===== src/sv/dcs_pkg.sv =====
// Shared types, codes and width constants for the complex diagonal sparse matrix-vector unit.
`timescale 1ns / 1ps

package dcs_pkg;

    localparam int DEF_MAX_LENGTH = 4096;
    localparam int DEF_MAX_DIAGS  = 32;

    localparam int CMD_W    = 2;
    localparam int INDEX_W  = 12;
    localparam int DIAG_W   = 5;
    localparam int OFFSET_W = 13;
    localparam int VALUE_W  = 32;
    localparam int LEN_W    = 13;
    localparam int Y_W      = 48;
    localparam int PROD_W   = 64;
    localparam int TERM_W   = 49;
    localparam int ACC_W    = 56;

    // Width that holds any column, index or table bound for the full parameter range.
    localparam int CMP_W      = 18;
    localparam int DIAG_CMP_W = 9;

    localparam int QUEUE_DEPTH = 4;

    localparam logic [CMD_W-1:0] CMD_LOAD_X   = 2'd0;
    localparam logic [CMD_W-1:0] CMD_LOAD_OFF = 2'd1;
    localparam logic [CMD_W-1:0] CMD_MAC      = 2'd2;

    localparam logic [LEN_W-1:0] LEN_RESET = 13'd4096;

    typedef enum logic [1:0] {
        OP_LOAD_X,
        OP_LOAD_OFF,
        OP_MAC
    } op_t;

    typedef struct packed {
        op_t                        op;
        logic                       diag_ok;
        logic [INDEX_W-1:0]         index;
        logic [DIAG_W-1:0]          diag;
        logic signed [OFFSET_W-1:0] offset_value;
        logic signed [VALUE_W-1:0]  value_re;
        logic signed [VALUE_W-1:0]  value_im;
        logic                       last;
    } item_t;

endpackage


===== src/sv/dcs_if.sv =====
// Valid/ready channel interfaces for the input and result beats.
`timescale 1ns / 1ps

interface dcs_in_if;
    import dcs_pkg::*;

    logic                       valid;
    logic                       ready;
    logic [CMD_W-1:0]           cmd;
    logic [INDEX_W-1:0]         index;
    logic [DIAG_W-1:0]          diag;
    logic signed [OFFSET_W-1:0] offset_value;
    logic signed [VALUE_W-1:0]  value_re;
    logic signed [VALUE_W-1:0]  value_im;
    logic                       last;

    modport source (
        output valid, cmd, index, diag, offset_value, value_re, value_im, last,
        input  ready
    );
    modport sink (
        input  valid, cmd, index, diag, offset_value, value_re, value_im, last,
        output ready
    );
endinterface



===== src/sv/dcs_front.sv =====
// Input stage that accepts beats, classifies them and drops those that change nothing.
`timescale 1ns / 1ps

module dcs_front #(
    parameter int MAX_LENGTH = dcs_pkg::DEF_MAX_LENGTH,
    parameter int MAX_DIAGS  = dcs_pkg::DEF_MAX_DIAGS
) (
    input  logic           clk,
    input  logic           rst_n,
    dcs_in_if.sink         in_ch,
    output logic           enq_valid,
    input  logic           enq_ready,
    output dcs_pkg::item_t enq_item
);
    import dcs_pkg::*;

    logic       valid_reg;
    item_t      item_reg;
    logic       take;
    logic       keep;
    logic       idx_ok;
    logic       diag_ok;
    item_t      item_next;

    assign in_ch.ready = !valid_reg || enq_ready;
    assign take        = in_ch.valid && in_ch.ready;
    assign enq_valid   = valid_reg;
    assign enq_item    = item_reg;

    assign idx_ok  = {{(CMP_W-INDEX_W){1'b0}}, in_ch.index} < CMP_W'(MAX_LENGTH);
    assign diag_ok = {{(DIAG_CMP_W-DIAG_W){1'b0}}, in_ch.diag} < DIAG_CMP_W'(MAX_DIAGS);

    always_comb
    begin
        item_next.op           = OP_MAC;
        item_next.diag_ok      = diag_ok;
        item_next.index        = in_ch.index;
        item_next.diag         = in_ch.diag;
        item_next.offset_value = in_ch.offset_value;
        item_next.value_re     = in_ch.value_re;
        item_next.value_im     = in_ch.value_im;
        item_next.last         = in_ch.last;
        keep                   = 1'b0;
        unique case (in_ch.cmd)
            CMD_LOAD_X:
            begin
                item_next.op = OP_LOAD_X;
                keep         = idx_ok;
            end
            CMD_LOAD_OFF:
            begin
                item_next.op = OP_LOAD_OFF;
                keep         = diag_ok;
            end
            CMD_MAC:
            begin
                item_next.op = OP_MAC;
                keep         = 1'b1;
            end
            default:
            begin
                keep = 1'b0;
            end
        endcase
    end

    always_ff @(posedge clk or negedge rst_n)
    begin
        if (!rst_n)
        begin
            valid_reg <= 1'b0;
            item_reg  <= '0;
        end
        else if (in_ch.ready)
        begin
            valid_reg <= take && keep;
            if (take)
            begin
                item_reg <= item_next;
            end
        end
    end

endmodule


===== src/flat_wrapper.sv =====
// flat-port wrapper written by rule: the top's interface ports become plain ports
module dcs_front_flat import dcs_pkg::*;
#(
    parameter int MAX_LENGTH = dcs_pkg::DEF_MAX_LENGTH,
    parameter int MAX_DIAGS  = dcs_pkg::DEF_MAX_DIAGS
)
  (clk, rst_n, enq_valid, enq_ready, enq_item, in_ch_valid, in_ch_cmd, in_ch_index, in_ch_diag, in_ch_offset_value, in_ch_value_re, in_ch_value_im, in_ch_last, in_ch_ready);
  dcs_in_if in_ch_i ();
  input  logic clk;
  input  logic rst_n;
  output logic enq_valid;
  input  logic enq_ready;
  output dcs_pkg::item_t enq_item;
  input wire logic [$bits(in_ch_i.valid)-1:0] in_ch_valid;
  input wire logic [$bits(in_ch_i.cmd)-1:0] in_ch_cmd;
  input wire logic [$bits(in_ch_i.index)-1:0] in_ch_index;
  input wire logic [$bits(in_ch_i.diag)-1:0] in_ch_diag;
  input wire logic [$bits(in_ch_i.offset_value)-1:0] in_ch_offset_value;
  input wire logic [$bits(in_ch_i.value_re)-1:0] in_ch_value_re;
  input wire logic [$bits(in_ch_i.value_im)-1:0] in_ch_value_im;
  input wire logic [$bits(in_ch_i.last)-1:0] in_ch_last;
  output wire logic [$bits(in_ch_i.ready)-1:0] in_ch_ready;
  assign in_ch_i.valid = in_ch_valid;
  assign in_ch_i.cmd = in_ch_cmd;
  assign in_ch_i.index = in_ch_index;
  assign in_ch_i.diag = in_ch_diag;
  assign in_ch_i.offset_value = in_ch_offset_value;
  assign in_ch_i.value_re = in_ch_value_re;
  assign in_ch_i.value_im = in_ch_value_im;
  assign in_ch_i.last = in_ch_last;
  assign in_ch_ready = in_ch_i.ready;
  dcs_front #(.MAX_LENGTH(MAX_LENGTH), .MAX_DIAGS(MAX_DIAGS)) u_core (.clk(clk), .rst_n(rst_n), .in_ch(in_ch_i), .enq_valid(enq_valid), .enq_ready(enq_ready), .enq_item(enq_item));
endmodule

===== config.mk =====
export PLATFORM = sky130hd
export DESIGN_NAME = dcs_front_flat
export DESIGN_NICKNAME = d
export VERILOG_FILES = /design/src/sv/dcs_pkg.sv /design/src/sv/dcs_if.sv /design/src/sv/dcs_front.sv /design/src/flat_wrapper.sv
export SDC_FILE = /design/constraint.sdc
export NUM_CORES = 1
export LEC_CHECK = 0
export ABC_AREA = 0
export ABC_CLOCK_PERIOD_IN_PS = 1900
export CORE_UTILIZATION = 35
export CTS_BUF_LIST = sky130_fd_sc_hd__clkbuf_4
export DETAILED_ROUTE_END_ITERATION = 8
export DONT_BUFFER_PORTS = 1
export GPL_TIMING_DRIVEN = 1
export PLACE_DENSITY_LB_ADDON = 0.12
export SKIP_LAST_GASP = 1
export SLEW_MARGIN = 20
export SYNTH_ARGS = -nofsm -noshare
export SYNTH_HDL_FRONTEND = slang
export SYNTH_SLANG_ARGS = --single-unit

===== constraint.sdc =====
create_clock -name clk -period 1.9 [get_ports clk]
set_input_delay 0.285 -clock clk [delete_from_list [all_inputs] [get_ports clk]]
set_output_delay 0.285 -clock clk [all_outputs]
set_load 0.005 [all_outputs]

# Yosys cells after proc, flatten, opt, wreduce, memory -nomap -nowiden

Index checks and enable logic that the tools add are counted.

Register bits: 99
Input bits: 101
Word-level logic and storage cells: 20

Equal/unequal tests: 2
Mux-type cells: 2
Reductions and logical operators: 7

Operators by type and width:

| kind                 | number |
|---|---|
| $pmux W2 S2          | 1 |
| $reduce_or A3 Y1     | 1 |
| $eq A2 B1 Y1 const B | 1 |
| $eq A2 B2 Y1 const B | 1 |
| $logic_and A1 B1 Y1  | 2 |
| $logic_not A2 Y1     | 1 |
| $reduce_and A2 Y1    | 1 |
| $logic_not A1 Y1     | 1 |
| $logic_or A1 B1 Y1   | 1 |
| $mux W1              | 1 |

# Logic depth before layout (Yosys ltp)

Depth in word-level cells: 4
Mapped depth: 5

# Least setup slack after synthesis

No wires, ideal clock.

Path type: reg2reg
Start point: reg u_core.valid_reg (netlist: u_core.enq_valid)
End point: reg u_core.item_reg, in the netlist u_core.enq_item[10]
Setup time: 0.125 ns
Data arrival time: 1.173 ns
Required time: 1.775 ns
Slack: 0.602 ns
Cell stages (with the launch flop): 6
Path buffers: 2
Path through: dfrtp_1 nand2b_4 nand2_2 buf_6 buf_6 mux2_4

Longest elaborated chain between the ends: 4

RTL lines:

| element                                | RTL line           | RTL |
|---|---|---|
| start: declaration                     | dcs_front.sv:17    | `logic valid_reg;` |
| start signal: assignment               | dcs_front.sv:76    | `valid_reg <= take && keep;` |
| $logic_not A1 Y1 (*)                   | dcs_front.sv:25    | `assign in_ch.ready = !valid_reg \|\| enq_ready;` |
| $logic_or A1 B1 Y1 (*)                 | dcs_front.sv:25    |  |
| via in_ch_ready                        | flat_wrapper.sv:22 | `output wire logic [$bits(in_ch_i.ready)-1:0] in_ch_ready;` |
| $logic_and A1 B1 Y1                    | dcs_front.sv:26    | `assign take = in_ch.valid && in_ch.ready;` |
| $reduce_and A2 Y1 (no source line) (*) | n/a                |  |
| end signal: assignment                 | dcs_front.sv:79    | `item_reg <= item_next;` |
| end: declaration                       | dcs_front.sv:18    | `item_t item_reg;` |

Mark *: on every way through the listed nets, which the timed path passes. The rest lies on a longest branch.
A chain may end at the register's enable or synchronous reset.

# Worst setup path after layout

Start point: reg u_core.valid_reg (netlist: u_core.enq_valid)
End point: reg u_core.item_reg, in the netlist u_core.enq_item[0]

Same word-level chain as after synthesis.

==> flow_summary.json <==
{
  "initial_utilization_pct": 36.2,
  "max_freq_ghz": 0.700,
  "status": "finished with violations",
  "io_pins": 201,
  "timing.critical_path.slowest_stage_cell": "dfrtp_1",
  "first_pass_iters": 3,
  "numPortBuffers": 0,
  "row_count": 37,
  "drive_above_1_share_pct": 36.3,
  "critPathArrivalTime_ns": 1.75,
  "cts_tree": "built",
  "antenna_left": 0,
  "finClkSkew_ns": 0.00836,
  "grt_remaining_overflow": 0,
  "cap_viol_max_count": 0,
  "vias": 2149,
  "ctsResizeCount": 0,
  "clk_pin_slew_ns": 0.14,
  "grt_usage_pct": 14.9,
  "die_height_um": 106,
  "ir_drop_v": 0.000381,
  "crit_path_start_kind": "flip-flop",
  "final_util_pct": 48.9,
  "wl_mm": 7.99,
  "crit_family": "flip-flops",
  "fillers": 914,
  "clock-sinks": 99,
  "ctsHoldBuffers": 97,
  "power.density_nw_per_um2": 933,
  "coreArea_um2": 10400,
  "numCtsBuffers": 9,
  "failed_checks": "negative hold slack",
  "gp_congestion": 0.716,
  "fp.dieW_um": 106,
  "antenna_found_initial": 0,
  "synthToLayoutAreaGrowth_pct": 35.0,
  "finalCriticalPeriod_ns": 1.43,
  "cts-root-buf": "clkbuf_4",
  "finalCritPeriodShare_pct": 75.2,
  "finalPower_mw": 4.73,
  "rsz0062_at_grt": "no",
  "crit_type": "flip-flop to flip-flop",
  "fin_tns_setup_ns": 0,
  "hp-class": "input port to asynchronous set/reset pin",
  "relSlewSlack_pct": 80.4,
  "endpoint_kind": "flip-flop",
  "hold_ws_ns": -0.467,
  "crit_chain": "nand2b_4 > nand2_4 > buf_12 > mux2_2",
  "maxSlewViolCount": 0,
  "max_stage_delay_ns": 0.44,
  "most-common-layout-cells": "dfrtp_1 (99), dlygate4sd3_1 (97), mux2_2 (78), mux2_4 (19), clkbuf_4 (9)",
  "drc": 0,
  "avgSynthCellArea_um2": 17.6,
  "ys_types": 10,
  "first_global_vias": 2527,
  "netlist_instances": 213,
  "grt_pass1_wl_mm": 12.7,
  "wire_per_inst_um": 17.6,
  "die_area_um2": 11100,
  "required_ns": 2.22,
  "netlist_area_um2": 3750,
  "syn_nets": 314,
  "dpl.hpwl_mm": 4.94,
  "clk_path_buf_depth": 2,
  "num_antenna_cells": 0,
  "worstMarginPinSlew_ns": 0.294,
  "crit_buf_inv": 1,
  "final_hold_viol_count": 99,
  "drtIter0Drc": 54,
  "yosys_warnings": 0,
  "htree_levels": 3,
  "synth-seq-cells": 99,
  "final_common_cell": "dfrtp_1",
  "grt_max_degree": 100,
  "clkLatencyLatePin_ns": 0.43,
  "nets": 414,
  "placed_area_um2": 3900,
  "routed_via_density": 4.74,
  "power_leakage_nw": 2.19,
  "crit_path_max_fanout": 48,
  "yosysSeqAreaShare_pct": 66.0,
  "fin_area_um2": 5070,
  "setup_viol": 0
}
## cell usage after synthesis (all sizes together)
library cell | n | area (um^2)
mux2 | 97 | 1160
nand2 | 4 | 17.5
nor2b | 1 | 6.26
dfrtp | 99 | 2480
buf | 10 | 68.8
nand2b | 2 | 20.0
## final cells by class
type | instances | area (um^2) | share of cell area [%]
flip-flops and latches | 99 | 2480 | 48.9
multi-input cells | 104 | 1210 | 23.9
repair buffers | 99 | 1010 | 20.0
well taps | 136 | 170 | 3.36
clock inverters | 6 | 129 | 2.54
clock buffers | 9 | 67.6 | 1.33
## what timing repair did
item                                   CTS  global route
buffers inserted                         0             0
endpoints found under the hold margin  196            99
setup endpoints to repair                0             0
## worst paths after layout
check / endpoint / slack, ns / from / cells past startpoint
setup reg to reg: u_core.enq_item[0] / 0.47 / u_core.enq_valid / 4
hold / removal: u_core.enq_item[15] / -0.47 / rst_n / 0
setup / recovery: u_core.enq_item[0] / 0.47 / u_core.enq_valid / 4
min in group clk: u_core.enq_valid / 0.06 / enq_ready / 2
max in group asynchronous: u_core.enq_item[55] / 2.26 / rst_n / 0
hold reg to reg: u_core.enq_item[95] / 0.54 / u_core.enq_item[95] / 1
## flip-flops by register name, summed over array words and instances (netlist names)
| register | flops |
|---|---|
| u_core.enq_valid | 1 |
| u_core.enq_item | 98 |
## worst register-to-register path: cells and delay by family, from the launching register on
kind	cells	cell delay [ns]
buffers and inverters	1	0.26
muxes	1	0.42
and+or+nand+nor	2	0.19
DFF	1	0.44
## metal layers
metal  global-route usage [%]  up-vias  wire, um
met3                     4.64       17       685
li1                         -      942         -
met4                     9.03        0       220
met1                     14.9     1070      2780
met5                        0        -         0
met2                     27.1      120      4300
## per-stage QoR
stage | setup WS (ns) | std cells | hold slack (ns)
floorplan | 0.602 | 213 | -0.0106
global placement | 0.548 | 341 | -0.00804
detailed placement | 0.508 | 341 | -0.00791
CTS | 0.479 | 453 | -0.515
global route | 0.423 | 453 | -0.528
finish | 0.471 | 453 | -0.467
## power by group
group | switching [mW] | internal (mW)
sequential | 0.253 | 2.41
clock | 0.649 | 0.786
combinational | 0.177 | 0.448
total | 1.08 | 3.65
## logic make-up after synthesis
| family | synth area share (%) |
|---|---|
| muxes | 31.0 |
| and+or+nand+nor | 1.17 |
| DFF | 66.0 |
| buffers and inverters | 1.83 |
No activity file was read; power rests on OpenSTA's default activity.
