<file path="src/sv/dcs_pkg.sv">
// Shared types, codes and width constants for the complex diagonal sparse matrix-vector unit.
`timescale 1ns / 1ps

package dcs_pkg;

    localparam int DEF_MAX_LENGTH = 4096;
    localparam int DEF_MAX_DIAGS  = 32;

    localparam int CMD_W    = 2;
    localparam int INDEX_W  = 12;
    localparam int DIAG_W   = 5;
    localparam int OFFSET_W = 13;
    localparam int VALUE_W  = 32;
    localparam int LEN_W    = 13;
    localparam int Y_W      = 48;
    localparam int PROD_W   = 64;
    localparam int TERM_W   = 49;
    localparam int ACC_W    = 56;

    // Width that holds any column, index or table bound for the full parameter range.
    localparam int CMP_W      = 18;
    localparam int DIAG_CMP_W = 9;

    localparam int QUEUE_DEPTH = 4;

    localparam logic [CMD_W-1:0] CMD_LOAD_X   = 2'd0;
    localparam logic [CMD_W-1:0] CMD_LOAD_OFF = 2'd1;
    localparam logic [CMD_W-1:0] CMD_MAC      = 2'd2;

    localparam logic [LEN_W-1:0] LEN_RESET = 13'd4096;

    typedef enum logic [1:0] {
        OP_LOAD_X,
        OP_LOAD_OFF,
        OP_MAC
    } op_t;

    typedef struct packed {
        op_t                        op;
        logic                       diag_ok;
        logic [INDEX_W-1:0]         index;
        logic [DIAG_W-1:0]          diag;
        logic signed [OFFSET_W-1:0] offset_value;
        logic signed [VALUE_W-1:0]  value_re;
        logic signed [VALUE_W-1:0]  value_im;
        logic                       last;
    } item_t;

endpackage

</file>
<file path="src/sv/dcs_queue.sv">
// Short first-in first-out queue of classified items between the front and back.
`timescale 1ns / 1ps

module dcs_queue (
    input  logic           clk,
    input  logic           rst_n,
    input  logic           enq_valid,
    output logic           enq_ready,
    input  dcs_pkg::item_t enq_item,
    output logic           deq_valid,
    input  logic           deq_ready,
    output dcs_pkg::item_t deq_item
);
    import dcs_pkg::*;

    localparam int PTR_W = $clog2(QUEUE_DEPTH);
    localparam int CNT_W = $clog2(QUEUE_DEPTH + 1);

    item_t             q_mem [QUEUE_DEPTH];
    logic [PTR_W-1:0]  wr_ptr_reg;
    logic [PTR_W-1:0]  rd_ptr_reg;
    logic [CNT_W-1:0]  count_reg;
    logic              push;
    logic              pop;

    assign enq_ready = count_reg != CNT_W'(QUEUE_DEPTH);
    assign deq_valid = count_reg != '0;
    assign deq_item  = q_mem[rd_ptr_reg];
    assign push      = enq_valid && enq_ready;
    assign pop       = deq_valid && deq_ready;

    always_ff @(posedge clk)
    begin
        if (push)
        begin
            q_mem[wr_ptr_reg] <= enq_item;
        end
    end

    always_ff @(posedge clk or negedge rst_n)
    begin
        if (!rst_n)
        begin
            wr_ptr_reg <= '0;
            rd_ptr_reg <= '0;
            count_reg  <= '0;
        end
        else
        begin
            if (push)
            begin
                wr_ptr_reg <= wr_ptr_reg + 1'b1;
            end
            if (pop)
            begin
                rd_ptr_reg <= rd_ptr_reg + 1'b1;
            end
            if (push && !pop)
            begin
                count_reg <= count_reg + 1'b1;
            end
            else if (pop && !push)
            begin
                count_reg <= count_reg - 1'b1;
            end
        end
    end

endmodule

</file>
<file path="config.mk">
export PLATFORM = sky130hd
export DESIGN_NAME = dcs_queue
export DESIGN_NICKNAME = d
export VERILOG_FILES = /design/src/sv/dcs_pkg.sv /design/src/sv/dcs_queue.sv
export SDC_FILE = /design/constraint.sdc
export NUM_CORES = 1
export LEC_CHECK = 0
export ABC_AREA = 1
export BUFFER_PORTS_ARGS = -buffer_cell sky130_fd_sc_hd__buf_2
export CAP_MARGIN = 15
export CORE_ASPECT_RATIO = 0.7
export CORE_MARGIN = 2
export CORE_UTILIZATION = 52
export DETAILED_ROUTE_END_ITERATION = 8
export PLACE_DENSITY_LB_ADDON = 0.25
export SYNTH_ARGS = -nofsm -noshare
export SYNTH_HDL_FRONTEND = slang
export SYNTH_SLANG_ARGS = --single-unit
</file>
<file path="constraint.sdc">
create_clock -name clk -period 5 [get_ports clk]
set_input_delay 0.25 -clock clk [delete_from_list [all_inputs] [get_ports clk]]
set_output_delay 0.25 -clock clk [all_outputs]
set_load 0.03 [all_outputs]
</file>
# ---- Word level (Yosys, flattened, before mapping)
# Memories as Yosys holds them, arrays and structs flattened.
# Cells that the tools add are included.
dict set report word_totals {
  regBits 7
  latch_bits 0
  ramBits 392
  romBits 0
  in_bits 102
  output_inout_bits 100
  wordCells 21
  n_memories 1
}
# name words word_bits rd rd_clocked_by_memory_dff wr line_no
set memory_table {}
lappend memory_table {q_mem 4 98 1 0 1 dcs_queue.sv:19} ;# item_t q_mem [QUEUE_DEPTH];
dict set report op_classes {
  addsub 4
  n_mul 0
  n_div 0
  n_lt_le_gt_ge 0
  n_eq_ne 1
  shift 0
  muxes 4
  bitwise_logic 0
  n_reduce_logical 8
}
# operator count
set ops {}
lappend ops {{$mux W3} 2}
lappend ops {{$add A2 B1 Y2 const B} 2}
lappend ops {{$logic_and A1 B1 Y1} 4}
lappend ops {{$add A3 B1 Y3 const B} 1}
lappend ops {{$ne A3 B3 Y1 const B} 1}
lappend ops {{$reduce_bool A3 Y1} 1}
lappend ops {{$sub A3 B1 Y3 const B} 1}
lappend ops {{$logic_not A1 Y1} 2}
lappend ops {{$mux W1} 2}
lappend ops {{$reduce_bool A2 Y1} 1}

# ---- Longest topological paths before layout
# Gate-level depths: netlist of the first run.
dict set report logic_depth {
  depth_word 6
  mapped_depth 12
  ltp_nobuf 12
}

# ---- Least setup slack after synthesis of the first run
# Ideal clock, no wire load.
dict set report synth_path {
  path_kind {flip-flop to flip-flop}
  startpoint {register count_reg[0]}
  endpoint {memory q_mem[0][0] (netlist name), enable pin}
  setup_ns 0.556
  arrival_time_ns 5.110
  path_slack_ns -0.666
  stages_incl_launch_ff 5
  path_buffers 0
  period_less_slack_ns 5.666
  path_cell_list {dfrtp_1 inv_1 nand3_1 nand2_1 nor2_1}
}
dict set report synth_via {
  elab_chain_cells 4
}
# element line_no
set synth_lines {}
lappend synth_lines {{from (decl)} dcs_queue.sv:22} ;# logic [CNT_W-1:0] count_reg;
lappend synth_lines {{from (signal assigned)} dcs_queue.sv:60} ;# count_reg <= count_reg + 1'b1;
lappend synth_lines {{from (signal assigned)} dcs_queue.sv:64} ;# count_reg <= count_reg - 1'b1;
lappend synth_lines {{$ne A3 B3 Y1} dcs_queue.sv:26} ;# assign enq_ready = count_reg != CNT_W'(QUEUE_DEPTH);
lappend synth_lines {{named net enq_ready} dcs_queue.sv:8} ;# output logic enq_ready,
lappend synth_lines {{$logic_and A1 B1 Y1} dcs_queue.sv:29} ;# assign push = enq_valid && enq_ready;
lappend synth_lines {{$mux W1} dcs_queue.sv:34} ;# if (push)
lappend synth_lines {{$mux W1 (implied by the code)} dcs_queue.sv:36} ;# q_mem[wr_ptr_reg] <= enq_item;
lappend synth_lines {{to (decl)} dcs_queue.sv:19}
# The timed path passes the listed nets, and every way through them passes these cells.

==> results of run 1 <==
[final timing paths]
kind / cells after the start / start / endpoint
worst max-delay path: 5 / rd_ptr_reg[1]$_DFFE_PN0P_ / deq_item[67]
worst min-delay path: 2 / rst_n / rd_ptr_reg[0]$_DFFE_PN0P_
worst max register to register: 5 / count_reg[0]$_DFFE_PN0P_ / q_mem[3][40]$_DFFE_PP_
worst min register to register: 2 / count_reg[2]$_DFFE_PN0P_ / count_reg[2]$_DFFE_PN0P_
max in group asynchronous: 2 / rst_n / rd_ptr_reg[1]$_DFFE_PN0P_
min in group clk: 2 / enq_item[7] / q_mem[2][7]$_DFFE_PP_
[synth_stat cells, types with 4 or more instances]
cell type / number / area, µm²
buf_6: 35 / 394
buf_4: 11 / 82.6
dfrtp_1: 7 / 175
ha_1: 5 / 62.6
nand2_1: 311 / 1170
o211ai_1: 196 / 1470
edfxtp_1: 392 / 11800
inv_1: 210 / 788
buf_2: 14 / 70.1
nor2_1: 4 / 15.0
nand3_1: 7 / 35.0
clkbuf_1: 4 / 15.0
[layout make-up]
class,instances,area (µm²)
multi-input cells,527,2820
well taps,412,515
diodes,1,2.50
clock buffers,47,1010
clock inverters,22,164
flip-flops and latches,399,12000
repair buffers,315,2140
fillers,2233,10800
inverters,212,806
[through the flow]
| stage | setup WS [ns] | TNS [ns] | util | total power [W] |
|---|---|---|---|---|
| finish | 1.84 | 0 | 0.642 | 0.0118 |
| global route | 1.63 | 0 | 0.642 | 0.0125 |
| CTS | 1.77 | 0 | 0.642 | 0.0120 |
| detailed placement | 2.25 | 0 | 0.570 | 0.00920 |
| global placement | 2.34 | 0 | 0.570 | 0.00914 |
| floorplan | -0.666 | -260.91 | - | 0.00821 |
[routing by layer]
layer | routed length (µm) | up-vias | share of wire
li1 | - | 4793 | -
met1 | 14400 | 4611 | 0.45
met2 | 15000 | 224 | 0.47
met3 | 1860 | 44 | 0.058
met4 | 513 | 0 | 0.016
met5 | 0 | - | 0
[logic make-up (layout without fill, tap and decap cells)]
logic type | after synthesis | in the layout
DFF | 399 | 399
and+or+nand+nor | 323 | 323
buffers and inverters | 276 | 596
AOI/OAI and AO/OA | 197 | 197
adders and majority gates | 6 | 6
xor gates and xnor gates | 1 | 1
other | 0 | 1
[report_power, final]
group	total (W)	internal (W)	switching (W)
registers	0.00461	0.00440	0.000209
clock network	0.00270	0.00154	0.00116
logic	0.00453	0.00119	0.00334
==> tab_implementation.tex, run 1 <==
\begin{tabular}{lr}
\hline
Metric & Value \\
\hline
\multicolumn{2}{l}{\textbf{Floorplan}} \\
Die width & 214 µm \\
Die Outline Area & 0.0324 mm² \\
Cell Rows & 53 \\
Core box area & 0.0302 mm² \\
Boundary Pins & 202 \\
Die Span Y & 151 µm \\
Starting Density & 0.532 \\
\multicolumn{2}{l}{\textbf{Setup path}} \\
Kind of end point of the critical path & primary output \\
Flop-to-flop setup slack & 2.25 ns \\
Crit path buffers/inverters & 3 \\
Critical Path AT & 2.91 ns \\
Worst-path cell with the longest stage delay & inv\_4 \\
Largest delay contributor family on the critical path & buffers and inverters \\
Kind of launch point of the worst setup path & register \\
Highest cell delay on the worst timing path & 0.73 ns \\
Largest driver fanout on the critical path & 70 \\
Required time at the endpoint of the critical path & 4.75 ns \\
Worst Setup Path Type & reg2out \\
Critical-path cell list & inv\_4 > buf\_4 > o211ai\_1 > nand2\_1 > buf\_2 \\
\multicolumn{2}{l}{\textbf{Logic synthesis}} \\
Yosys Warn Count & 0 \\
Fraction of synthesized cell area in xor and xnor cells & 0.000544 \\
Primary FF master, synth & edfxtp\_1 \\
Share of synthesized area occupied by flip-flops and latches & 0.742 \\
Synth Cell Area & 0.0161 mm² \\
Average cell area after synthesis & 13.4 µm² \\
Number of synthesized flops with an enable pin & between 300 and 400 \\
Unique cell type count in the Yosys netlist & 18 \\
Share of async-settable or async-resettable flops after synthesis & 0.0175 \\
Largest family of logic cells by synthesized area & compound AO/OA/AOI/OAI gates \\
Number of synthesized register bits & roughly 400 \\
Post-synth net total & approximately 1,300 \\
Synthesized-area fraction occupied by adder cells & 0.00513 \\
Synth Area in Simple Gates & 0.0760 \\
Count of mapped cells out of synthesis & 1,202 \\
Multiplexer share of the synthesized area & 0 \\
Complex-gate fraction of the synthesized area & 0.0917 \\
\multicolumn{2}{l}{\textbf{Timing}} \\
Number of setup violations in the final report & 0 \\
Fin. max-slew vios & 0 \\
Max Clock Skew & 0.0126 ns \\
Worst relative slew slack & 0.301 \\
Final hold slack & slightly above 0.09 ns \\
Maximum clock rate & approximately 320 MHz \\
Clock period minus final worst setup slack & approximately 3.2 ns \\
Final Cycle Share & 0.632 \\
Measured slew at the worst slew-check pin & 1.05 ns \\
RSZ-0062 raised after global routing & no \\
Final-report hold violation count & 0 \\
\multicolumn{2}{l}{\textbf{Clock network}} \\
Post-CTS setup-driven buffer insertion count & 0 \\
TritonCTS clock tree & yes \\
Resized Gates After CTS & 0 \\
Worst-case clock buffer depth & 3 \\
Clock-pin slew on the worst setup and hold paths & $\sim$0.06 ns \\
Source-to-sink clock delay at the later pin of the worst-skew pair & between 0.5 and 0.6 ns \\
Htree depth & 2 \\
Number of clock sinks & 399 \\
Root buf cell & clkbuf\_16 \\
Number of buffers inserted by hold repair at cts & slightly above 100 \\
Clock buffers created by TritonCTS & 39 \\
\multicolumn{2}{l}{\textbf{Place}} \\
Count of placed standard cells including taps & 1,764 \\
Gpl congestion & 0.760 \\
Area after detailed placement & 0.0172 mm² \\
Quantity of I/O buffers inserted on ports & 201 \\
Post-DP HPWL & $\sim$18,000 µm \\
\multicolumn{2}{l}{\textbf{Job}} \\
Max capacitance violation total & 0 \\
\multicolumn{2}{l}{\textbf{Detailed routing}} \\
Number of nets with antenna violations after detailed routing & 0 \\
Residual DRC & 0 \\
Iteration count of the initial detailed-routing pass & 8 \\
Final wirelength & 31,900 µm \\
Violation count after the first detailed-route iteration & 605 \\
WL per Instance & 16.5 µm \\
Via-per-instance ratio & 5.00 \\
Vias after detailed routing & 9,672 \\
\multicolumn{2}{l}{\textbf{Layout}} \\
Final design instance area without fill & between 0.015 and 0.02 mm² \\
Fraction of final layout cells with drive strength greater than 1 & 0.180 \\
Number of non-filler instances in the completed layout & slightly below 2,000 \\
Number of flip-flops in the largest register & 392 \\
Most frequent cells in the layout & 392 x edfxtp\_1, 311 x nand2\_1, 210 x inv\_1, 201 x buf\_2, 196 x o211ai\_1 \\
Layout Nets & 1,602 \\
Leading cell type in the layout, fill and taps excluded & edfxtp\_1 \\
Post-synthesis to final-layout area growth & 20.5\% \\
\multicolumn{2}{l}{\textbf{Global route}} \\
Antenna violations before repair & 1 \\
Grt ovf & 0 \\
Number of global-route vias before repair & 9,421 \\
Met3 track demand over resource in global routing & 0.0450 \\
Met2 usage & 0.323 \\
Wire length of the first global-routing pass & between 40,000 and 50,000 µm \\
Met1 Usage GRT & 0.269 \\
Overall routing resource usage & 0.197 \\
Most Used Layer, Global Route & met2 \\
Maximum number of pins on one net before global-route repair & 182 \\
\multicolumn{2}{l}{\textbf{Hold path}} \\
Class of the most critical hold timing path & in2async \\
\multicolumn{2}{l}{\textbf{Power}} \\
VDD IR max & 0.926 mV \\
Pwr Density & 611 mW/mm² \\
Standby leakage power & 7.84 nW \\
\multicolumn{2}{l}{\textbf{Status}} \\
Result of the run & completed \\
\hline
\end{tabular}
Power figures use the tool's default switching activity.
==> run 2: changes to the inputs <==
--- a/config.mk
+++ b/config.mk
@@ -5,12 +5,12 @@
 export SDC_FILE = /design/constraint.sdc
 export NUM_CORES = 1
 export LEC_CHECK = 0
-export ABC_AREA = 1
+export ABC_AREA = 0
 export BUFFER_PORTS_ARGS = -buffer_cell sky130_fd_sc_hd__buf_2
 export CAP_MARGIN = 15
 export CORE_ASPECT_RATIO = 0.7
 export CORE_MARGIN = 2
-export CORE_UTILIZATION = 52
+export CORE_UTILIZATION = 51
 export DETAILED_ROUTE_END_ITERATION = 8
 export PLACE_DENSITY_LB_ADDON = 0.25
 export SYNTH_ARGS = -nofsm -noshare
==> constraint.sdc (replaced) <==
create_clock -name clk -period 2.8 [get_ports clk]
set_input_delay 0.14 -clock clk [delete_from_list [all_inputs] [get_ports clk]]
set_output_delay 0.14 -clock clk [all_outputs]
set_load 0.03 [all_outputs]
==> tab_implementation.tex, run 2 <==
\begin{tabular}{lr}
\hline
Metric & Value \\
\hline
\multicolumn{2}{l}{\textbf{Logic synthesis}} \\
Cell taking the most area after synthesis & edfxtp\_1 \\
Number of synthesized register bits & 399 (unchanged) \\
Synth top area cells & edfxtp\_1 80\%, mux4\_2 15\%, buf\_12 1.4\% \\
Average cell area after synthesis & 26.8 µm² (+100\%) \\
Leading cell types by count after synthesis & 392 x edfxtp\_1, 98 x mux4\_2, 10 x buf\_12, 10 x buf\_2, 7 x dfrtp\_1 \\
Area share of the largest cell type after synthesis & 0.803 (+0.0720) \\
Synth Cell Area & 0.0147 mm² (-9.0\%) \\
Primary FF master, synth & edfxtp\_1 \\
Number of synthesized flops with an enable pin & 392 (unchanged) \\
Post-synth net total & 655 (-50\%) \\
Yosys Warn Count & 0 (unchanged) \\
Share of async-settable or async-resettable flops after synthesis & 0.0175 (unchanged) \\
Count of mapped cells out of synthesis & 547 (-54\%) \\
Share of synthesized area occupied by flip-flops and latches & 0.815 (+0.0731) \\
Most frequent cell after synthesis & edfxtp\_1 \\
Unique cell type count in the Yosys netlist & 19 (+1) \\
\multicolumn{2}{l}{\textbf{Clock network}} \\
Clock buffers created by TritonCTS & 38 (-2.6\%) \\
Number of clock sinks & 399 (unchanged) \\
Number of buffers inserted by hold repair at cts & 101 (unchanged) \\
Resized Gates After CTS & 0 (unchanged) \\
Root buf cell & clkbuf\_16 \\
Clock-pin slew on the worst setup and hold paths & 0.06 ns (about the same) \\
TritonCTS clock tree & yes \\
Htree depth & 2 (unchanged) \\
Post-CTS setup-driven buffer insertion count & 0 (unchanged) \\
Source-to-sink clock delay at the later pin of the worst-skew pair & 0.52 ns (about the same) \\
Worst-case clock buffer depth & 3 (unchanged) \\
\multicolumn{2}{l}{\textbf{Detailed routing}} \\
Via-per-instance ratio & 5.35 (+7.0\%) \\
Number of nets with antenna violations after detailed routing & 0 (unchanged) \\
Violation count after the first detailed-route iteration & 429 (-29\%) \\
Final wirelength & 27,800 µm (-13\%) \\
Iteration count of the initial detailed-routing pass & 4 (-4) \\
WL per Instance & 21.7 µm (+32\%) \\
Residual DRC & 0 (unchanged) \\
Vias after detailed routing & 6,858 (-29\%) \\
\multicolumn{2}{l}{\textbf{Power}} \\
Total power of the final layout & 0.0203 W (+71\%) \\
Pwr Density & 1100 mW/mm² (+81\%) \\
Standby leakage power & 6.34 nW (-19\%) \\
Net Sw Frac & 0.335 (-0.0622) \\
Internal Power & 0.0135 W (+89\%) \\
Clk network pwr share & 0.247 (+0.019) \\
Sequential share of power & 0.409 (+0.020) \\
VDD IR max & 0.726 mV (-22\%) \\
Combinational Power Share & 0.345 (-0.038) \\
Switching power & 0.00679 W (+44\%) \\
\multicolumn{2}{l}{\textbf{Floorplan}} \\
Starting Density & 0.523 (-0.00924) \\
Boundary Pins & 202 (unchanged) \\
Cell Rows & 51 (-3.8\%) \\
Core box area & 0.0280 mm² (-7.4\%) \\
Die width & 207 µm (-3.6\%) \\
Die Span Y & 146 µm (-3.6\%) \\
Die Outline Area & 0.0301 mm² (-7.0\%) \\
\multicolumn{2}{l}{\textbf{Timing}} \\
Worst path setup slack after routing & 0.461 ns (-1.38 ns) \\
Final hold slack & 0.115 ns (+0.0233 ns) \\
Fin. max-slew vios & 0 (unchanged) \\
Final-report hold violation count & 0 (unchanged) \\
Clock period minus final worst setup slack & 2.34 ns \\
Accumulated negative setup slack & 0 ns (unchanged) \\
Final Cycle Share & 0.835 \\
Max Clock Skew & 0.00855 ns (-0.00406 ns) \\
RSZ-0062 raised after global routing & no \\
Worst relative slew slack & 0.684 (+0.383) \\
Number of setup violations in the final report & 0 (unchanged) \\
Maximum clock rate & around 430 MHz \\
Measured slew at the worst slew-check pin & 0.475 ns (-0.572 ns) \\
\multicolumn{2}{l}{\textbf{Job}} \\
Max capacitance violation total & 0 (unchanged) \\
\multicolumn{2}{l}{\textbf{Global route}} \\
Overall routing resource usage & 0.191 (-0.00625) \\
Number of global-route vias before repair & 7,552 (-20\%) \\
Wire length of the first global-routing pass & 43,300 µm (-13\%) \\
Maximum number of pins on one net before global-route repair & 49 (-73\%) \\
Grt ovf & 0 (unchanged) \\
Antenna violations before repair & 3 (+2) \\
\multicolumn{2}{l}{\textbf{Setup path}} \\
Kind of launch point of the worst setup path & register \\
Highest cell delay on the worst timing path & 0.72 ns (about the same) \\
Largest driver fanout on the critical path & 36 (-49\%) \\
Critical Path AT & 2.20 ns (-0.71 ns) \\
Worst-path cell with the longest stage delay & dfrtp\_4 \\
Largest delay contributor family on the critical path & flip-flops \\
Kind of end point of the critical path & primary output \\
Required time at the endpoint of the critical path & 2.66 ns (-2.09 ns) \\
Critical-path cell list & buf\_12 > mux4\_2 > buf\_2 \\
Crit path buffers/inverters & 2 (-1) \\
Worst Setup Path Type & reg2out \\
\multicolumn{2}{l}{\textbf{Layout}} \\
Most frequent cells in the layout & 392 x edfxtp\_1, 201 x buf\_2, 101 x dlygate4sd3\_1, 98 x mux4\_2, 41 x clkbuf\_16 \\
Fill cells & 1,793 (-20\%) \\
Layout Nets & 988 (-38\%) \\
Leading cell type in the layout, fill and taps excluded & edfxtp\_1 \\
Number of flip-flops in the largest register & 392 (unchanged) \\
Fraction of final layout cells with drive strength greater than 1 & 0.413 (+0.233) \\
Post-synthesis to final-layout area growth & 25.4\% \\
Utilization after layout & 0.656 (+0.0144) \\
\multicolumn{2}{l}{\textbf{Place}} \\
Quantity of I/O buffers inserted on ports & 201 (unchanged) \\
Gpl congestion & 0.722 (-4.9\%) \\
Post-DP HPWL & 16,500 µm (-8.5\%) \\
Worst setup timing slack at the placement stage & 0.679 ns (-1.57 ns) \\
\multicolumn{2}{l}{\textbf{Hold path}} \\
Class of the most critical hold timing path & in2reg \\
\multicolumn{2}{l}{\textbf{Status}} \\
Result of the run & completed \\
\hline
\end{tabular}
run 2: cell types whose count changed in the layout (fill, tap and decap cells not counted), sizes merged, moves of 3 or more:
cell | before | now
and2 | 0 | 4
nand2 | 311 | 2
o211ai | 196 | 0
nand3 | 7 | 1
mux4 | 0 | 98
inv | 215 | 3
xnor2 | 1 | 4
run 2: tightest hold or removal path, stage by stage:
cell and delay, ns:
buf_2 0.10, a21boi_2 0.20, xnor2_1 0.15
run 2: path summary, 6_finish.rpt:
path / from / endpoint / slack (ns) / cells past startpoint
max reg2reg: count_reg[1]$_DFFE_PN0P_ / count_reg[2]$_DFFE_PN0P_ / 0.67 / 8
min: enq_valid / wr_ptr_reg[0]$_DFFE_PN0P_ / 0.11 / 3
max: rd_ptr_reg[1]$_DFFE_PN0P_ / deq_item[25] / 0.46 / 3
max in group asynchronous: rst_n / rd_ptr_reg[0]$_DFFE_PN0P_ / 1.91 / 3
min in group asynchronous: rst_n / count_reg[1]$_DFFE_PN0P_ / 0.59 / 3
min reg2reg: count_reg[2]$_DFFE_PN0P_ / count_reg[2]$_DFFE_PN0P_ / 0.54 / 1
run 2: layout make-up:
cell class,count,area [µm²],share of cell area
Clock buffer,47,1050,0.0570
Tap cell,371,464,0.0253
Timing Repair Buffer,315,2280,0.124
Inverter,3,11.3,0.000613
Clock inverter,21,179,0.00974
Multi-Input combinational cell,123,2440,0.133
Antenna cell,3,7.51,0.000408
Sequential cell,399,12000,0.650
run 2: routing by layer:
layer  share of wire  wire length, µm  track usage
met1            0.42            11700        0.260
met2            0.49            13700        0.305
met3           0.069             1920       0.0519
met4           0.017              477       0.0554
met5               0                0            0
run 2: logic make-up (layout without fill, tap and decap cells):
family,Yosys count,in the layout,share of synthesized area
flops,399,399,0.815
compound gates,1,1,0.000768
fa+ha+maj,6,6,0.00564
other cells,0,3,0
simple gates,10,10,0.00350
buf+inv,25,386,0.0191
mux,100,100,0.152
xor+xnor,6,6,0.00359
run 2: power groups by stage:
stage / registers, W / logic (W) / clock network [W]
finish: 0.00828 / 0.00698 / 0.00500
global route: 0.00837 / 0.00742 / 0.00537
CTS: 0.00829 / 0.00713 / 0.00512
detailed placement: 0.00841 / 0.00700 / 0
global placement: 0.00832 / 0.00693 / 0
floorplan: 0.00822 / 0.00530 / 0
run 2: through the flow:
| step | std cells | cell area [µm²] |
|---|---|---|
| 3_3_place_gp | 1110 | 16100 |
| 4_1_cts | 1279 | 18400 |
| 6_report | 1282 | 18400 |
| 2_1_floorplan | 547 | 14700 |
| 3_5_place_dp | 1110 | 16100 |
| 5_1_grt | 1282 | 18400 |
